## src/sv/key_scan_repeat_long_press_macros.svh

```systemverilog
// ---------------------------------------------------------------------------
// Assertion macros for the key scanner
// ---------------------------------------------------------------------------
`ifndef KEY_SCAN_REPEAT_LONG_PRESS_MACROS_SVH
`define KEY_SCAN_REPEAT_LONG_PRESS_MACROS_SVH

// Same-cycle implication, checked outside reset.
`define KSRLP_ASSERT_NOW(label, clk, rst_n, ante, cons, msg) \
    label: assert property (@(posedge clk) disable iff (!rst_n) (ante) |-> (cons)) \
        else $error(msg);

// Next-cycle implication, checked outside reset.
`define KSRLP_ASSERT_NEXT(label, clk, rst_n, ante, cons, msg) \
    label: assert property (@(posedge clk) disable iff (!rst_n) (ante) |=> (cons)) \
        else $error(msg);

`endif

```

## src/sv/ksrlp_pkg.sv

```systemverilog
// ---------------------------------------------------------------------------
// ksrlp_pkg
// Types and constants of the key scanner with auto-repeat and long press.
// ---------------------------------------------------------------------------
`default_nettype none

package ksrlp_pkg;

    localparam int MASK_W  = 3;
    localparam int COUNT_W = 8;
    localparam int CFG_W   = 8;
    localparam int IDX_W   = 2;
    localparam int TDATA_W = 8;

    typedef enum logic [1:0] {
        EV_NONE   = 2'd0,
        EV_SHORT  = 2'd1,
        EV_REPEAT = 2'd2,
        EV_LONG   = 2'd3
    } t_event_kind;

    typedef enum logic [IDX_W-1:0] {
        CFG_PRESS_THRESHOLD    = 2'd0,
        CFG_REPEAT_RELOAD      = 2'd1,
        CFG_LONG_PRESS_REPEATS = 2'd2
    } t_cfg_index;

    localparam logic [CFG_W-1:0] PRESS_THRESHOLD_RST    = 8'd100;
    localparam logic [CFG_W-1:0] REPEAT_RELOAD_RST      = 8'd90;
    localparam logic [CFG_W-1:0] LONG_PRESS_REPEATS_RST = 8'd30;

    // key_mask in the low bits, event_kind above it
    typedef struct packed {
        t_event_kind             event_kind;
        logic [MASK_W-1:0]       key_mask;
    } t_result;

    localparam int RESULT_W = $bits(t_result);

endpackage

`default_nettype wire

```

## src/sv/key_scan_repeat_long_press.sv

```systemverilog
// ---------------------------------------------------------------------------
// key_scan_repeat_long_press
// Button scanner: press confirmation, short press, auto-repeat, long press.
// ---------------------------------------------------------------------------
// Usage:
//   s_axis carries one scan tick per item; tdata[2:0] is the pressed mask
//   (bit0 switch, bit1 up, bit2 down). m_axis returns exactly one item per
//   tick: tdata[2:0] key_mask, tdata[4:3] event_kind (0 none, 1 short press,
//   2 repeat, 3 long press).
//   Each result is registered in the result register, or in the skid
//   register while m_axis stalls. Throughput: one tick per cycle while
//   s_axis_tready is high; the scan state is updated in a single pass of
//   short logic from the accepted tick into the output stage.
//   Stall: a two-entry output stage (result register plus skid register)
//   keeps s_axis_tready high while one result waits; tready drops only when
//   both entries are full and returns once m_axis takes an item.
//   Reset (synchronous, i_rst_n low): scan state clears, both output entries
//   empty, registers return to threshold 100, reload 90, long-press repeats 30.
//   Configuration: write i_cfg_data to register i_cfg_idx when i_cfg_we is
//   high; write only while the block is idle.
// ---------------------------------------------------------------------------
`default_nettype none

`include "key_scan_repeat_long_press_macros.svh"

module key_scan_repeat_long_press (
    input  wire logic                            i_clk,
    input  wire logic                            i_rst_n,
    input  wire logic                            i_cfg_we,
    input  wire logic [ksrlp_pkg::IDX_W-1:0]     i_cfg_idx,
    input  wire logic [ksrlp_pkg::CFG_W-1:0]     i_cfg_data,
    input  wire logic                            s_axis_tvalid,
    output logic                                 s_axis_tready,
    // [2:0] pressed_mask, [7:3] zero
    input  wire logic [ksrlp_pkg::TDATA_W-1:0]   s_axis_tdata,
    output logic                                 m_axis_tvalid,
    input  wire logic                            m_axis_tready,
    // [2:0] key_mask, [4:3] event_kind, [7:5] zero
    output logic [ksrlp_pkg::TDATA_W-1:0]        m_axis_tdata
);

    logic [ksrlp_pkg::CFG_W-1:0]   r_press_threshold;
    logic [ksrlp_pkg::CFG_W-1:0]   r_repeat_reload;
    logic [ksrlp_pkg::CFG_W-1:0]   r_long_press_repeats;

    logic [ksrlp_pkg::MASK_W-1:0]  r_previous_mask,  n_previous_mask;
    logic [ksrlp_pkg::COUNT_W-1:0] r_hold_count,     n_hold_count;
    logic [ksrlp_pkg::COUNT_W-1:0] r_repeat_count,   n_repeat_count;
    logic [ksrlp_pkg::MASK_W-1:0]  r_latched_mask,   n_latched_mask;
    logic                          r_down,           n_down;
    logic                          r_repeating,      n_repeating;

    logic                          r_out_valid;
    ksrlp_pkg::t_result            r_out_data;
    logic                          r_skid_valid;
    ksrlp_pkg::t_result            r_skid_data;

    logic                          in_accept;
    logic                          out_accept;
    logic [ksrlp_pkg::MASK_W-1:0]  in_mask;
    logic [ksrlp_pkg::COUNT_W-1:0] hold_inc;
    ksrlp_pkg::t_result            n_result;

    assign s_axis_tready = !r_skid_valid;
    assign in_accept     = s_axis_tvalid && s_axis_tready;
    assign out_accept    = r_out_valid && m_axis_tready;
    assign in_mask       = s_axis_tdata[ksrlp_pkg::MASK_W-1:0];
    assign hold_inc      = r_hold_count + ksrlp_pkg::COUNT_W'(1);

    assign m_axis_tvalid = r_out_valid;
    assign m_axis_tdata  = {{(ksrlp_pkg::TDATA_W - ksrlp_pkg::RESULT_W){1'b0}}, r_out_data};

    // Scan state update for one tick
    always_comb begin
        n_previous_mask     = r_previous_mask;
        n_hold_count        = r_hold_count;
        n_repeat_count      = r_repeat_count;
        n_latched_mask      = r_latched_mask;
        n_down              = r_down;
        n_repeating         = r_repeating;
        n_result.key_mask   = '0;
        n_result.event_kind = ksrlp_pkg::EV_NONE;

        if (in_mask != '0) begin
            if (r_previous_mask == in_mask) begin
                if (hold_inc < r_press_threshold) begin
                    n_hold_count = hold_inc;
                    if (!r_repeating) begin
                        n_down         = 1'b1;
                        n_latched_mask = in_mask;
                    end
                end else begin
                    n_repeating         = 1'b1;
                    n_result.key_mask   = in_mask;
                    n_result.event_kind = (r_repeat_count == r_long_press_repeats) ?
                                          ksrlp_pkg::EV_LONG : ksrlp_pkg::EV_REPEAT;
                    n_repeat_count      = r_repeat_count + ksrlp_pkg::COUNT_W'(1);
                    n_hold_count        = r_repeat_reload;
                end
            end
            n_previous_mask = in_mask;
        end else begin
            // release: report a short press unless repeat started, then clear
            if (r_down && !r_repeating) begin
                n_result.key_mask   = r_latched_mask;
                n_result.event_kind = ksrlp_pkg::EV_SHORT;
            end
            n_down          = 1'b0;
            n_repeating     = 1'b0;
            n_hold_count    = '0;
            n_repeat_count  = '0;
            n_previous_mask = '0;
            n_latched_mask  = '0;
        end
    end

    always_ff @(posedge i_clk) begin
        if (!i_rst_n) begin
            r_press_threshold    <= ksrlp_pkg::PRESS_THRESHOLD_RST;
            r_repeat_reload      <= ksrlp_pkg::REPEAT_RELOAD_RST;
            r_long_press_repeats <= ksrlp_pkg::LONG_PRESS_REPEATS_RST;
        end else if (i_cfg_we) begin
            case (i_cfg_idx)
                ksrlp_pkg::CFG_PRESS_THRESHOLD:    r_press_threshold    <= i_cfg_data;
                ksrlp_pkg::CFG_REPEAT_RELOAD:      r_repeat_reload      <= i_cfg_data;
                ksrlp_pkg::CFG_LONG_PRESS_REPEATS: r_long_press_repeats <= i_cfg_data;
                default: ;
            endcase
        end
    end

    always_ff @(posedge i_clk) begin
        if (!i_rst_n) begin
            r_previous_mask <= '0;
            r_hold_count    <= '0;
            r_repeat_count  <= '0;
            r_latched_mask  <= '0;
            r_down          <= 1'b0;
            r_repeating     <= 1'b0;
        end else if (in_accept) begin
            r_previous_mask <= n_previous_mask;
            r_hold_count    <= n_hold_count;
            r_repeat_count  <= n_repeat_count;
            r_latched_mask  <= n_latched_mask;
            r_down          <= n_down;
            r_repeating     <= n_repeating;
        end
    end

    // Output register with skid entry
    always_ff @(posedge i_clk) begin
        if (!i_rst_n) begin
            r_out_valid  <= 1'b0;
            r_skid_valid <= 1'b0;
        end else begin
            if (!r_out_valid || out_accept) begin
                // advance skid first, else load the new item directly
                if (r_skid_valid) begin
                    r_out_valid  <= 1'b1;
                    r_skid_valid <= 1'b0;
                end else begin
                    r_out_valid  <= in_accept;
                end
            end else if (in_accept) begin
                r_skid_valid <= 1'b1;
            end
        end
    end

    always_ff @(posedge i_clk) begin
        if (!r_out_valid || out_accept) begin
            r_out_data <= r_skid_valid ? r_skid_data : n_result;
        end
        if (in_accept && !(!r_out_valid || out_accept)) begin
            r_skid_data <= n_result;
        end else if (in_accept && r_skid_valid) begin
            r_skid_data <= n_result;
        end
    end

    `KSRLP_ASSERT_NOW(a_skid_implies_out, i_clk, i_rst_n, r_skid_valid, r_out_valid,
        "skid entry holds an item while the result register is empty")

    `KSRLP_ASSERT_NOW(a_repeat_count_needs_repeat, i_clk, i_rst_n, r_repeat_count != '0,
        r_repeating, "repeat count nonzero without auto-repeat active")

    `KSRLP_ASSERT_NEXT(a_release_clears, i_clk, i_rst_n,
        in_accept && (in_mask == '0),
        (r_hold_count == '0) && !r_down && !r_repeating && (r_previous_mask == '0),
        "release tick did not clear the scan state")

    `KSRLP_ASSERT_NEXT(a_accept_fills_output, i_clk, i_rst_n, in_accept, r_out_valid,
        "accepted tick left no result pending")

endmodule

`default_nettype wire
```

## config.mk

```make
export PLATFORM = sky130hd
export DESIGN_NAME = key_scan_repeat_long_press
export DESIGN_NICKNAME = d
export VERILOG_FILES = /design/src/sv/ksrlp_pkg.sv /design/src/sv/key_scan_repeat_long_press.sv
export VERILOG_INCLUDE_DIRS = /design/src /design/src/sv
export SDC_FILE = /design/constraint.sdc
export NUM_CORES = 1
export LEC_CHECK = 0
export BUFFER_PORTS_ARGS = -buffer_cell sky130_fd_sc_hd__buf_2
export CORE_MARGIN = 2
export CORE_UTILIZATION = 40
export CTS_CLUSTER_DIAMETER = 40
export CTS_CLUSTER_SIZE = 40
export DETAILED_ROUTE_END_ITERATION = 7
export HOLD_SLACK_MARGIN = 0.12
export SYNTH_ARGS = -nofsm -noshare
export SYNTH_HDL_FRONTEND = slang
export SYNTH_SLANG_ARGS = --single-unit
export TNS_END_PERCENT = 1
```

## constraint.sdc

```tcl
create_clock -name i_clk -period 5.9 [get_ports i_clk]
set_input_delay 0.885 -clock i_clk [delete_from_list [all_inputs] [get_ports i_clk]]
set_output_delay 0.885 -clock i_clk [all_outputs]
set_load 0.005 [all_outputs]
```

== Word-level counts from Yosys, hierarchy flattened ==
Cells that the tools add are included.
W data, S select, Z words.
Word-level totals
  logic and storage cells: 74
  input port bits: 23
  output and inout port bits: 10
  bits in registers: 60
Cells by class
  order comparisons: 1
  equality and inequality tests: 8
  add/sub/neg operators: 2
  bitwise operators: 1
  reductions and logical operators: 20
  multiplexer cells: 27
Operators by type and width (number)
  $mux W8: 6
  $mux W5: 6
  $add A8 B1 Y8 const B: 2
  $mux W3: 5
  $mux W1: 9
  $eq A8 B8 Y1: 1
  $lt A8 B8 Y1: 1
  $reduce_and A2 Y1: 4
  $logic_and A1 B1 Y1: 5
  $logic_not A1 Y1: 4
  $mux W4: 1
  $ne A2 B1 Y1 const B: 2
  $ne A2 B2 Y1 const B: 2
  $reduce_and A4 Y1: 1
  $eq A3 B3 Y1: 1
  $reduce_and A3 Y1: 1
  $reduce_bool A3 Y1: 1
  $eq A2 B1 Y1 const B: 1
  $eq A2 B2 Y1 const B: 1
  $logic_not A2 Y1: 1
  $reduce_bool A2 Y1: 1
  $reduce_or A2 Y1: 1
  $logic_or A1 B1 Y1: 1
  $not A1 Y1: 1

== Longest topological paths before layout ==
  depth in word-level cells: 7
  gate-level depth with buffers: 11
  depth with buffers taken out: 10

== Worst setup path before layout ==
No wires, ideal clock.
  path type: register -> register
  start: reg r_hold_count[2] in the netlist's numbering
  end: reg r_out_data (netlist bit m_axis_tdata[3]), data pin
  slack: 3203 ps
  buffers on the path: 1
  library setup time: 260 ps
  cell stages (with the launch flop): 11
  arrival time: 2438 ps
  clock period less this slack: 2697 ps
  cell sequence: dfxtp_1 > nand3_1 > or2_2 > xnor2_1 > ha_1 > a211o_1 > o211ai_1 > o311ai_1 > buf_2 > a41o_2 > mux2_2
RTL lines
  start, declared: RTL line key_scan_repeat_long_press.sv:47  | logic [ksrlp_pkg::COUNT_W-1:0] r_hold_count, n_hold_count;
  start signal, assigned: RTL line key_scan_repeat_long_press.sv:142  | r_hold_count <= n_hold_count;
  end signal, assigned: RTL line key_scan_repeat_long_press.sv:172  | r_out_data <= r_skid_valid ? r_skid_data : n_result;
  end, declared: RTL line key_scan_repeat_long_press.sv:54  | ksrlp_pkg::t_result r_out_data;

== Final worst setup path ==
  start: reg r_hold_count[0] in the netlist's numbering
  end: reg r_repeat_count[4] in the netlist's numbering
Between the ends
  word-level cells in the longest chain between the ends: 4
Ends and longest elaborated chain
  $add A8 B1 Y8: RTL line key_scan_repeat_long_press.sv:68  | assign hold_inc = r_hold_count + ksrlp_pkg::COUNT_W'(1);
  $lt A8 B8 Y1: RTL line key_scan_repeat_long_press.sv:86  | if (hold_inc < r_press_threshold) begin
  $ne A2 B2 Y1 (no line)
  $reduce_and A3 Y1 (no line)
  end signal, assigned: RTL line key_scan_repeat_long_press.sv:143  | r_repeat_count <= n_repeat_count;
  end, declared: RTL line key_scan_repeat_long_press.sv:48  | logic [ksrlp_pkg::COUNT_W-1:0] r_repeat_count, n_repeat_count;
No other way between the ends.
A chain may end at the register's enable or synchronous reset.

==> impl_metrics.py <==
metrics = {
    "outcome": {
        "status": "finished, final reports clean",
    },
    "detailed_routing": {
        "vias": 2247,
        "viasPerCell": 5.25,
        "routed_wl_um": 6190,
        "avgRoutedWirePerCell_um": 14.5,
        "drt_iter0_markers": 115,
        "drc": 0,
        "postRouteAntennaNets": 0,
        "firstDrtPassIters": 4,
    },
    "yosys": {
        "synth_area_leaders": "dfxtp_1, edfxtp_1, mux2i_1, nand2_1, nor2_1",
        "ys_seq_elements": 60,
        "async_flop_share_pct": 0,
        "synth_cell_types": 52,
        "yosys.area.top_type_share_pct": 34.1,
        "avgSynthCellArea_um2": 9.71,
        "ys.flop_type": "dfxtp_1",
        "synth_edf_count": 10,
        "seq_area_frac_synth_pct": 44.4,
        "ys.warnings.count": 0,
        "synthCells": 302,
        "synth_common_cells": "dfxtp_1, nand2_1, nor2_1, mux2i_1, xnor2_1",
        "synth_top_area_cell": "dfxtp_1",
        "synth_area_mm2": 0.00293,
        "yosysMostFrequentCell": "dfxtp_1",
    },
    "critical_path": {
        "worst_r2r_path_depth": 9,
        "crit_path_end_kind": "flip-flop",
        "crit_path_max_fanout": 15,
        "r2r-start": "r_hold_count[0]",
        "cp-start-kind": "flip-flop",
        "crit_path_cell_trace": "ha_1 > nand3_1 > nor2_1 > xor2_1 > ha_1 > o211ai_1 > o311a_1 > nor2_1 > a221o_1",
        "cpPeakStageDelay_ps": 720,
        "arrival_ps": 3510,
        "startpoint": "r_hold_count[0]",
        "critPathKind": "flip-flop to flip-flop",
        "critical_path_required_ps": 6140,
        "cp_slowest_cell": "o311a_1",
    },
    "pwr": {
        "clock_power_share_pct": 43.0,
        "max-vdd-ir-drop_v": 0.000159,
        "seqPwrFrac_pct": 49.7,
        "cellPowerDensity_mw_per_mm2": 263,
        "internal-power_mw": 0.648,
        "switching_power_mw": 0.223,
        "swShare_pct": 25.6,
        "p_leak_nw": 1.45,
        "pwr-share-comb_pct": 7.2,
    },
    "timing": {
        "rsz0062_at_grt": "false",
        "finClkSkew_ps": 11.8,
        "fin_crit_ps": 3280,
        "setup_ws_ps": 2620,
        "timing.slew.headroom_pct": 48.4,
        "drv_slew": 0,
        "timing_hold_violations_final": 0,
        "fmax_mhz": 305,
        "setup_viol": 0,
        "timing.final.crit_share_pct": 55.5,
        "tightest_slew_ps": 773,
        "tns_ps": 0,
    },
    "clock_network": {
        "clk_latency_ps": 340,
        "cts_root_buf": "clkbuf_8",
        "htree_num_levels": 3,
        "post_cts_buffers": 0,
        "cts_tree": "done",
        "cts_hold_buf": 0,
        "cts.clk_slew.worst_paths_ps": 80,
        "cts_resized": 0,
        "clock_path_buffers": 2,
        "clkSinkCount": 60,
        "numCtsBuffers": 9,
    },
    "placement": {
        "gp_congestion": 0.781,
        "place_area_mm2": 0.00311,
        "dp_cells": 412,
        "io_buffers": 24,
        "hpwl_um": 4240,
        "place_ws_ps": 2650,
    },
    "global_routing": {
        "grt_pass1_wl_um": 10400,
        "grt_remaining_overflow": 0,
        "grt_max_degree": 27,
        "grt_use_total_pct": 17.4,
        "antenna_found_initial": 0,
        "grt_pass1_vias": 2105,
    },
    "final_layout": {
        "n_antenna_cell": 0,
        "design_area_mm2": 0.00331,
        "fillCellCount": 689,
        "syn2layout_area_growth_pct": 12.8,
        "drive_gt1_share_pct": 17.9,
        "final_cells": 428,
        "finalNetCount": 356,
    },
    "min_path": {
        "whs_path_depth": 2,
        "worstHoldPathType": "flip-flop to flip-flop",
        "min_from": "r_previous_mask[0]",
    },
    "floorplan": {
        "die_width_um": 89.6,
        "dieArea_mm2": 0.00803,
        "die_h_um": 89.6,
        "boundaryPins": 33,
        "start_util_pct": 40.9,
        "core_area_mm2": 0.00718,
        "rows": 31,
    },
    "job": {
        "maxCapViolations": 0,
    },
}
==> flip-flops by register name (all words and copies together) (netlist names), 3 cells and up <==
register	cells
r_latched_mask	3
r_hold_count	8
r_repeat_count	8
r_long_press_repeats	8
r_previous_mask	3
r_press_threshold	8
r_repeat_reload	8
m_axis_tdata	5
r_skid_data	5
==> power by group through the flow <==
stage / logic, mW / registers, mW / clock network, mW
final: 0.0631 / 0.433 / 0.375
after global routing: 0.0715 / 0.435 / 0.404
after CTS: 0.0637 / 0.433 / 0.386
after detailed placement: 0.0634 / 0.443 / 0
after global placement: 0.0623 / 0.442 / 0
after floorplan: 0.0447 / 0.441 / 0
==> worst max-delay path: cells and delay by family, from the launching register on <==
family | cells | cell delay [ps]
flops | 1 | 410
simple gates | 3 | 690
compound gates | 3 | 1290
fa+ha+maj | 2 | 550
xor+xnor | 1 | 220
==> cells by family (layout without fill, tap and decap cells) <==
group / after synthesis / count (layout) / synth area share [%]
flip-flops: 60 / 60 / 44.4
adder cells (fa/ha/maj): 9 / 9 / 3.84
AND/OR/NAND/NOR: 109 / 109 / 18.0
XOR/XNOR: 20 / 20 / 5.97
multiplexers: 30 / 30 / 10.5
buffers and inverters: 27 / 52 / 4.35
AO/OA/AOI/OAI: 46 / 46 / 12.9
other: 1 / 3 / 0.128
==> per-layer routing <==
layer,up-vias,track usage [%],share of wire (%)
li1,1121,-,-
met1,1075,23.8,49
met2,42,25.9,46
met3,9,5.76,3.7
met4,0,5.56,1.6
met5,-,0,0
==> stage by stage <==
stage               hold slack [ps]  util (%)  total power, mW
floorplan                       444         -            0.486
global placement                454      43.3            0.505
detailed placement              462      43.3            0.506
CTS                             473      46.1            0.882
global route                    505      46.1            0.910
finish                          468      46.1            0.871
==> final timing paths <==
path	slack, ps	end
setup reg to reg	2620	r_repeat_count[4]
hold reg to reg	470	r_previous_mask[0]
hold / removal	470	r_previous_mask[0]
setup / recovery	2620	r_repeat_count[4]
==> cells in the final DEF (no fill, tap or decap), types with 6 or more instances in the layout <==
cell / n
xor2_1: 8
ha_1: 9
edfxtp_1: 10
mux2_2: 6
buf_2: 24
nor3_1: 6
a21oi_1: 9
o211ai_1: 7
mux2i_1: 24
nand3_1: 11
clkbuf_8: 9
inv_1: 9
dfxtp_1: 50
nor2_1: 31
nand2_1: 34
xnor2_1: 12
==> layout make-up <==
| cell class | instances | area [um^2] | share of cell area, % |
|---|---|---|---|
| Clock inverter | 7 | 75.1 | 2.27 |
| Multi-Input combinational cell | 217 | 1510 | 45.7 |
| Tap cell | 99 | 124 | 3.74 |
| Sequential cell | 60 | 1300 | 39.3 |
| Timing Repair Buffer | 26 | 135 | 4.08 |
| Inverter | 10 | 37.5 | 1.13 |
| Clock buffer | 9 | 124 | 3.74 |
Power figures use the tool's default switching activity.
